--- src/hdl/nba_pkg.sv ---
// Shared types, constants and helper functions for the nearest box assignment block.
// No dependencies; every other file of the block imports this package.
`default_nettype none

package nba_pkg;

    localparam int MAX_BOXES_DEF = 64;

    // distance pipeline: abs diff, square, sum
    localparam int PIPE_LAT = 3;
    localparam int DIFF_W   = 17;
    localparam int SQ_W     = 2 * DIFF_W;
    localparam int SUM_W    = SQ_W + 2;
    localparam int BEST_W   = 32;

    localparam logic [15:0] RADIUS_RST = 16'd200;

    // function codes on i_func
    localparam logic [1:0] FUNC_CLEAR  = 2'd0;
    localparam logic [1:0] FUNC_APPEND = 2'd1;
    localparam logic [1:0] FUNC_QUERY  = 2'd2;

    // box reference point, 18-bit signed per axis
    typedef struct packed {
        logic signed [17:0] x;
        logic signed [17:0] y;
        logic signed [17:0] z;
    } t_center;

    // query centroid
    typedef struct packed {
        logic signed [15:0] x;
        logic signed [15:0] y;
        logic signed [15:0] z;
    } t_point;

    // position plus floor of half the extent
    function automatic logic signed [17:0] axis_center(
        input logic signed [15:0] pos,
        input logic        [15:0] size
    );
        return {{2{pos[15]}}, pos} + {3'b000, size[15:1]};
    endfunction

    // |c - q|, at most 98302, fits 17 bits
    function automatic logic [DIFF_W-1:0] abs_diff(
        input logic signed [17:0] c,
        input logic signed [15:0] q
    );
        logic signed [18:0] d;
        d = {c[17], c} - {{3{q[15]}}, q};
        return d[18] ? DIFF_W'(-d) : d[DIFF_W-1:0];
    endfunction

endpackage

`default_nettype wire

--- src/hdl/nba_cell.sv ---
// One table slot of the box ring: holds a box reference point.
// Loaded by an append write, or takes its neighbor's point while the ring rotates. Uses nba_pkg.
`default_nettype none

module nba_cell
    import nba_pkg::*;
(
    input  wire logic    i_clk,
    input  wire logic    i_shift,
    input  wire t_center i_next,
    input  wire logic    i_we,
    input  wire t_center i_wdata,
    output t_center      o_data
);

    t_center r_data;

    always_ff @(posedge i_clk) begin
        if (i_we) begin
            r_data <= i_wdata;
        end else if (i_shift) begin
            r_data <= i_next;
        end
    end

    assign o_data = r_data;

endmodule

`default_nettype wire

--- config.mk ---
export PLATFORM = sky130hd
export DESIGN_NAME = nba_cell
export DESIGN_NICKNAME = d
export VERILOG_FILES = /design/src/hdl/nba_pkg.sv /design/src/hdl/nba_cell.sv
export SDC_FILE = /design/constraint.sdc
export NUM_CORES = 1
export LEC_CHECK = 0
export ABC_AREA = 1
export BUFFER_PORTS_ARGS = -buffer_cell sky130_fd_sc_hd__buf_2
export CAP_MARGIN = 20
export CELL_PAD_IN_SITES_DETAIL_PLACEMENT = 0
export CELL_PAD_IN_SITES_GLOBAL_PLACEMENT = 1
export CORE_ASPECT_RATIO = 2
export CORE_MARGIN = 1
export CORE_UTILIZATION = 26
export DETAILED_ROUTE_END_ITERATION = 16
export PLACE_DENSITY_LB_ADDON = 0.15
export SYNTH_ARGS = -nofsm -noshare
export SYNTH_HDL_FRONTEND = slang
export SYNTH_SLANG_ARGS = --single-unit
--- constraint.sdc ---
create_clock -name i_clk -period 1.4 [get_ports i_clk]
set_input_delay 0.07 -clock i_clk [delete_from_list [all_inputs] [get_ports i_clk]]
set_output_delay 0.07 -clock i_clk [all_outputs]
set_load 0.05 [all_outputs]
==> results.yml <==
status:
  status: "finished clean"
route:
  drtIter0Drc: 116
  vias: 2028
  first_pass_iters: 4
  ant_nets: 0
  wl_mm: 6.64
  wire_per_inst_um: 13.4
  post_drt_via_cell_ratio: 4.11
  drc: 0
grt:
  grt.total_usage: 0.140
  grt_max_degree: 55
  grt_pass1_wl_mm: 9.98
  antenna_found_initial: 0
  grt_pass1_vias: 1967
  overflow: 0
cells_and_area:
  finalNetCount: 504
  syn_to_final_growth_pct: 43.4
  n_antenna_cell: 0
  final_common_cell: "buf_2"
  drive_above_1_share: 0.447
  final_core_util: 0.388
  stdcell_area_mm2: 0.00335
  mostFrequentLayoutCells: "buf_2, nand2_1, edfxtp_1"
  largest_reg_flops: 54
critical_path:
  cp_cell_sequence: "buf_2"
  crit_fanout: 1
  start_kind: "register"
  cp_top_family: "flip-flops"
  critPathRequiredTime_ps: 1330
  cp-end-kind: "output pin"
  crit_type: "register to output pin"
  worstPathArrival_ps: 890
  cpMaxStageDelayCell: "edfxtp_1"
  crit_end: "o_data[14]"
  cp_num_buf_inv: 1
  max_stage_delay_ps: 330
  startpoint: "o_data[14]"
  crit_cells: 1
clocking:
  cts_sinks: 54
  htree_levels: 2
  hold_buffers: 0
  cts-buffers-inserted: 5
  cts_setup_buffers: 0
  cts_tree: "done"
  ctsResizeCount: 0
  cts_buffer_depth: 2
  clock-root-buffer: "clkbuf_16"
  clk_pin_slew_worst_paths_ps: 70
die:
  die_y_um: 136
  fp-row-count: 48
  start_util: 0.270
  fp.dieW_um: 69.1
  dieArea_mm2: 0.00940
  ios: 165
  core-area_mm2: 0.00865
place:
  post-place-ws_ps: 142
  dp_hpwl_mm: 4.93
  placed_area_mm2: 0.00322
  gp_congestion: 0.707
  io_buffers: 164
yosys:
  synthCells: 229
  netlist_top_cells_area: "edfxtp_1, nand2_1, clkbuf_8"
  syn_nets: 340
  yosysSeqAreaShare: 0.693
  ys_ff_latch: 54
  synth_cell_type_count: 8
  yosys.area.top_type: "edfxtp_1"
  syn_area_mm2: 0.00234
  ys_warn_count: 0
  synth_top_area_frac: 0.693
  avgSynthCellArea_um2: 10.2
sta:
  relSlewSlack: 0.395
  tns_ps: 0
  tightest_slew_ps: 906
  setup_ws_ps: 436
  max_freq_ghz: 1.04
  rsz0062_at_grt: "no"
  fin_crit_sh: 0.688
  hold_viol_final: 0
  min_period_ps: 964
  drv_slew: 0
  whs_ps: 37.7
  setup_viol: 0
power_and_ir_drop:
  sw_frac_of_total: 0.333
  p_comb_frac: 0.268
  power_frac_seq: 0.461
  p_per_area_mw_per_mm2: 1310
  p_leak_nw: 1.78
  ir_drop_mv: 0.646
  clkPwrFrac: 0.271
  power.switching_mw: 1.46
  p_int_mw: 2.92
run:
  drv_cap: 0
worst_hold_path:
  holdCritPathClass: "primary input to register"
cell usage after synthesis:
master / n
nand2_1: 162
edfxtp_1: 54
inv_2: 1
buf_6: 1
buf_4: 1
buf_2: 5
clkbuf_8: 4
or2_2: 1
cell families (layout without fill, tap and decap cells):
kind of cell | count (synthesis) | after routing | share of synthesized area
flip-flops | 54 | 54 | 0.693
buffers and inverters | 12 | 177 | 0.0439
AND/OR/NAND/NOR | 163 | 163 | 0.263
how the worst min path moves through the flow:
stage,startpoint,endpoint,depth (start not counted)
3_5_place_dp,i_next[5],o_data[5],3
5_1_grt,i_next[32],o_data[32],3
3_3_place_gp,i_next[38],o_data[38],3
4_1_cts,i_next[5],o_data[5],3
6_report,i_next[5],o_data[5],3
2_1_floorplan,i_next[0],o_data[0],2
power by group through the flow:
stage	clock network [mW]	registers, mW	logic, mW
floorplan	0	2.70	0.182
global placement	0	2.05	1.19
detailed placement	0	2.06	1.19
CTS	1.25	2.02	1.19
global route	1.27	2.04	1.25
finish	1.19	2.02	1.18
routing by layer:
layer / track usage / part of all wire / vias up
met1: 0.139 / 0.34 / 870
met5: 0 / 0 / -
met4: 0.0669 / 0.022 / 0
met2: 0.270 / 0.58 / 92
li1: - / - / 1058
met3: 0.0311 / 0.061 / 8
through the flow:
stage	power [mW]	cells
final	4.38	494
after floorplan	2.89	229
after global placement	3.24	486
after detailed placement	3.25	486
after CTS	4.46	494
after global routing	4.56	494
area by class of cell:
type,count,area (um^2)
fillers,951,5300
repair buffers,168,851
well taps,100,125
inverters,1,3.75
multi-input cells,163,614
clock inverters,2,8.76
flip-flops and latches,54,1620
clock buffers,6,129
Power figures use the tool's default switching activity.
