## src/hdl/nba_pkg.sv

```systemverilog
// Shared types, constants and helper functions for the nearest box assignment block.
// No dependencies; every other file of the block imports this package.
`default_nettype none

package nba_pkg;

    localparam int MAX_BOXES_DEF = 64;

    // distance pipeline: abs diff, square, sum
    localparam int PIPE_LAT = 3;
    localparam int DIFF_W   = 17;
    localparam int SQ_W     = 2 * DIFF_W;
    localparam int SUM_W    = SQ_W + 2;
    localparam int BEST_W   = 32;

    localparam logic [15:0] RADIUS_RST = 16'd200;

    // function codes on i_func
    localparam logic [1:0] FUNC_CLEAR  = 2'd0;
    localparam logic [1:0] FUNC_APPEND = 2'd1;
    localparam logic [1:0] FUNC_QUERY  = 2'd2;

    // box reference point, 18-bit signed per axis
    typedef struct packed {
        logic signed [17:0] x;
        logic signed [17:0] y;
        logic signed [17:0] z;
    } t_center;

    // query centroid
    typedef struct packed {
        logic signed [15:0] x;
        logic signed [15:0] y;
        logic signed [15:0] z;
    } t_point;

    // position plus floor of half the extent
    function automatic logic signed [17:0] axis_center(
        input logic signed [15:0] pos,
        input logic        [15:0] size
    );
        return {{2{pos[15]}}, pos} + {3'b000, size[15:1]};
    endfunction

    // |c - q|, at most 98302, fits 17 bits
    function automatic logic [DIFF_W-1:0] abs_diff(
        input logic signed [17:0] c,
        input logic signed [15:0] q
    );
        logic signed [18:0] d;
        d = {c[17], c} - {{3{q[15]}}, q};
        return d[18] ? DIFF_W'(-d) : d[DIFF_W-1:0];
    endfunction

endpackage

`default_nettype wire

```

## src/hdl/nba_dist.sv

```systemverilog
// Squared distance pipeline and running best for the box scan.
// abs diff -> square -> sum -> compare against best. Uses nba_pkg.
`default_nettype none

module nba_dist
    import nba_pkg::*;
#(
    parameter int IDX_W = 6
) (
    input  wire logic              i_clk,
    input  wire logic              i_rst_n,
    input  wire logic              i_start,
    input  wire logic [BEST_W-1:0] i_radius_sq,
    input  wire logic              i_valid,
    input  wire logic [IDX_W-1:0]  i_idx,
    input  wire t_center           i_center,
    input  wire t_point            i_query,
    output logic                   o_found,
    output logic [IDX_W-1:0]       o_idx
);

    logic              r_a_valid, r_b_valid, r_c_valid;
    logic [IDX_W-1:0]  r_a_idx, r_b_idx, r_c_idx;
    logic [DIFF_W-1:0] r_a_dx, r_a_dy, r_a_dz;
    logic [SQ_W-1:0]   r_b_sx, r_b_sy, r_b_sz;
    logic [SUM_W-1:0]  r_c_sum;
    logic [BEST_W-1:0] r_best;
    logic              r_found;
    logic [IDX_W-1:0]  r_idx;
    logic              w_better;

    // control
    always_ff @(posedge i_clk) begin
        if (!i_rst_n) begin
            r_a_valid <= 1'b0;
            r_b_valid <= 1'b0;
            r_c_valid <= 1'b0;
            r_found   <= 1'b0;
        end else begin
            r_a_valid <= i_valid;
            r_b_valid <= r_a_valid;
            r_c_valid <= r_b_valid;
            if (i_start) begin
                r_found <= 1'b0;
            end else if (w_better) begin
                r_found <= 1'b1;
            end
        end
    end

    // datapath
    always_ff @(posedge i_clk) begin
        r_a_idx <= i_idx;
        r_a_dx  <= abs_diff(i_center.x, i_query.x);
        r_a_dy  <= abs_diff(i_center.y, i_query.y);
        r_a_dz  <= abs_diff(i_center.z, i_query.z);

        r_b_idx <= r_a_idx;
        r_b_sx  <= r_a_dx * r_a_dx;
        r_b_sy  <= r_a_dy * r_a_dy;
        r_b_sz  <= r_a_dz * r_a_dz;

        r_c_idx <= r_b_idx;
        r_c_sum <= SUM_W'(r_b_sx) + SUM_W'(r_b_sy) + SUM_W'(r_b_sz);

        if (i_start) begin
            r_best <= i_radius_sq;
            r_idx  <= '0;
        end else if (w_better) begin
            r_best <= r_c_sum[BEST_W-1:0];
            r_idx  <= r_c_idx;
        end
    end

    // strict less: ties keep the lower index
    assign w_better = r_c_valid && (r_c_sum < SUM_W'(r_best));

    assign o_found = r_found;
    assign o_idx   = r_idx;

endmodule

`default_nettype wire

```

## config.mk

```make
export PLATFORM = sky130hd
export DESIGN_NAME = nba_dist
export DESIGN_NICKNAME = d
export VERILOG_FILES = /design/src/hdl/nba_pkg.sv /design/src/hdl/nba_dist.sv
export SDC_FILE = /design/constraint.sdc
export NUM_CORES = 2
export LEC_CHECK = 0
export BUFFER_PORTS_ARGS = -buffer_cell sky130_fd_sc_hd__buf_2
export CAP_MARGIN = 20
export CORE_MARGIN = 4
export CORE_UTILIZATION = 40
export CTS_CLUSTER_DIAMETER = 60
export CTS_CLUSTER_SIZE = 30
export DETAILED_ROUTE_END_ITERATION = 16
export GPL_ROUTABILITY_DRIVEN = 0
export PLACE_DENSITY = 0.59
export SLEW_MARGIN = 0
export SYNTH_ARGS = -nofsm -noshare
export SYNTH_HDL_FRONTEND = slang
export SYNTH_SLANG_ARGS = --single-unit
```

## constraint.sdc

```tcl
create_clock -name i_clk -period 10.32 [get_ports i_clk]
set_input_delay 1.032 -clock i_clk [delete_from_list [all_inputs] [get_ports i_clk]]
set_output_delay 1.032 -clock i_clk [all_outputs]
set_load 0.02 [all_outputs]
```

==> key figures <==
Status
  – Status: completed

CTS
  – CTS tree: yes
  – Root Driver: clkbuf_16
  – Num CTS Buffers: 30
  – Hold-fix buffers, CTS: 0
  – Clock Latency Late Sink: 0.62 ns
  – Clock transition at path regs: 0.08 ns
  – Post-CTS setup buffer count: 0
  – H-tree depth: 1
  – CTS-repair resized insts: 0
  – Num Clock Sinks: 246
  – Clk buf depth: 3

Synthesis
  – Ys flop type: dfxtp_1
  – Post-synthesis compound-gate area fraction: 0.09318
  – Asr flop ratio synth: 0
  – Post-synth EDFFs: 32
  – Synth Area in Adders: 0.4797
  – Mapped Cells: 3976
  – Post-Synth Simple-Gate Area: 0.1094
  – Post-synthesis cell area: 37020 µm²
  – Synth unique cells: 91
  – XOR/XNOR Fraction of Synth Area: 0.05394
  – Multiplexer share of the synthesized area: 0.01342
  – Synth Warn #: 0
  – Largest family of logic cells by synthesized area: adder cells
  – Syn Area/Cell: 9.311 µm²
  – Seq/Total Area, Yosys: 0.1417
  – Synth Register Bits: 246

Timing
  – Maximum clock frequency: 147.4 MHz
  – Final Max Slew Viols: 0
  – Final TNS setup: 0 ns
  – Worst-Margin Slew: 0.9449 ns
  – Max_slew headroom: 0.3692
  – # setup viols final: 0
  – Unrepaired setup endpoints after global routing: false
  – Hold Vio Cnt, Final: 0
  – Tcrit/Tclk final: 0.6574
  – Worst hold margin: 0.3297 ns
  – Post-route minimum period: 6.785 ns
  – Post-Route Skew: 0.03017 ns

Critical path
  – CP arrival: 7.31 ns
  – CP Launch Type: flip-flop
  – Critical path class: reg2reg
  – CP required: 10.85 ns
  – Reg2Reg Depth: 20
  – CP Max Fanout: 18
  – CP endpoint kind: flip-flop

Place
  – Port buffer count: 150
  – Post-detail-place hpwl: 66860 µm
  – Cell area after placement: 39060 µm²

Drt
  – Final wirelength: 78900 µm
  – Post-route DRC: 0
  – DRT iter0 DRCs: 1011
  – Routed Antenna Nets: 0
  – Drt first pass iters: 5
  – Via count of the routed design: 25530
  – Avg Vias per Cell: 4.769
  – Routed len/inst: 14.74 µm

Finish
  – Final Cell Area: 40120 µm²
  – Area occupied by registers: 5245 µm²
  – Final Util: 0.4370
  – Filler cell count: 9028
  – Final nets: 5285
  – # diodes: 0
  – Layout cells sized above 1: 0.07251
  – Multi-input logic area: 27760 µm²
  – Area grow syn2layout: 8.372%

Global routing
  – Vias in the first global route: 27200
  – Initial antenna violation count: 0
  – Grt total ovfl: 0
  – First-pass GRT wire length: 134900 µm
  – Largest net degree at the start of global routing: 41
  – Total track usage: 0.1676

Worst hold path
  – Hold Crit Depth: 0
  – Hold Crit Class: reg2reg

Die
  – IO Count: 151
  – Starting Density: 0.4033
  – Chip width: 312.2 µm
  – Die Area: 97480 µm²
  – Die height: 312.2 µm
  – Row count: 111
  – Placeable Area: 91800 µm²

Run
  – Max-Cap Viols: 0
area by class of cell:
class,count,area share
clock buffers,31,0.01881
clock inverters,25,0.007641
inverters,985,0.09216
multi-input cells,2667,0.6921
flip-flops and latches,246,0.1307
well taps,1243,0.03877
repair buffers,156,0.01984
critical path, stage by stage, from the launching register on:
cell	delay (ns)
dfxtp_1	0.81
nand2_1	0.23
fa_1	0.53
fa_1	0.54
inv_1	0.05
fa_1	0.49
fa_1	0.51
fa_1	0.49
inv_1	0.05
fa_1	0.47
inv_1	0.04
ha_1	0.33
and4_1	0.23
a221oi_1	0.23
o21ai_0	0.22
o211ai_1	0.31
a31oi_1	0.18
o41ai_2	0.42
o21ai_1	0.20
a31oi_1	0.24
xnor2_1	0.13
metal layers:
layer	share of wire	vias up	GRT usage
li1	-	12590	-
met1	0.46	12540	0.2242
met2	0.49	317	0.2909
met3	0.033	83	0.02016
met4	0.023	0	0.03876
met5	0	-	0
metrics by stage:
stage                     worst slack (ns)  cells
after floorplan                      4.212   3978
after global placement               3.667   5297
after detailed placement             3.591   5297
after CTS                            3.560   5353
after global routing                 3.165   5353
final                                3.535   5353
synth_stat cells (8+ instances only):
cell type  number  area (µm²)
and3_1         17       106.4
clkbuf_1       71       266.5
nand3_1        25       125.1
a21oi_1       148       740.7
nand4_1        17       106.4
nor2b_1        30       187.7
nor2_1        123       461.7
a21o_1         76       570.6
and2_1        176        1101
o21ai_1         8       40.04
nand2b_1       26       162.7
or3_1           8       50.05
edfxtp_1       32       960.9
xnor2_1       169        1480
xor2_1         59       516.8
a31oi_1        21       131.4
inv_1         985        3697
ha_1          448        5605
o211ai_1       12       90.09
nor3_1         29       145.1
mux2i_1         8       80.08
or2_2          15       93.84
nor4_1          8       50.05
o21bai_1       17       127.6
a211oi_1       12       90.09
dfxtp_1       214        4284
a21boi_0       10       75.07
o31ai_1        13       97.59
nand2_1       312        1171
o21ai_0        85       425.4
mux2_2         37       416.7
fa_1          607       12150
o21a_1         28       210.2
layout by cell type, fill, tap and decap left out, types with 29 or more instances in the layout:
cell type,n
xnor2_1,169
xor2_1,59
nor2_1,123
fa_1,607
mux2_2,37
a21oi_1,148
ha_1,448
edfxtp_1,32
nor3_1,29
o21ai_0,85
buf_2,150
inv_1,985
nor2b_1,30
and2_1,176
dfxtp_1,214
a21o_1,76
nand2_1,312
clkbuf_16,30
worst paths after layout:
kind,start,slack [ns],endpoint
worst max-delay path,r_a_dx[12]$_DFF_P_,3.54,r_b_sx[32]$_DFF_P_
worst min-delay path,r_a_idx[2]$_DFF_P_,0.33,r_b_idx[2]$_DFF_P_
worst max register to register,r_a_dx[12]$_DFF_P_,3.54,r_b_sx[32]$_DFF_P_
worst min register to register,r_a_idx[2]$_DFF_P_,0.33,r_b_idx[2]$_DFF_P_
kinds of logic (layout without fill, tap and decap cells):
group,after synthesis,count (layout)
compound gates,517,517
xor+xnor,228,228
fa+ha+maj,1055,1055
buf+inv,1065,1197
flops,246,246
mux,45,45
other cells,1,3
simple gates,819,819
registers in the layout, indices dropped and copies added (netlist names), 17 cells and up:
signal	cells
r_b_sz	33
r_b_sx	33
r_a_dx	17
r_b_sy	33
r_c_sum	36
r_best	32
r_a_dy	17
r_a_dz	17
Power is not shown: default switching activity piles up to over one toggle a cycle in this logic, so the estimate is an artifact.
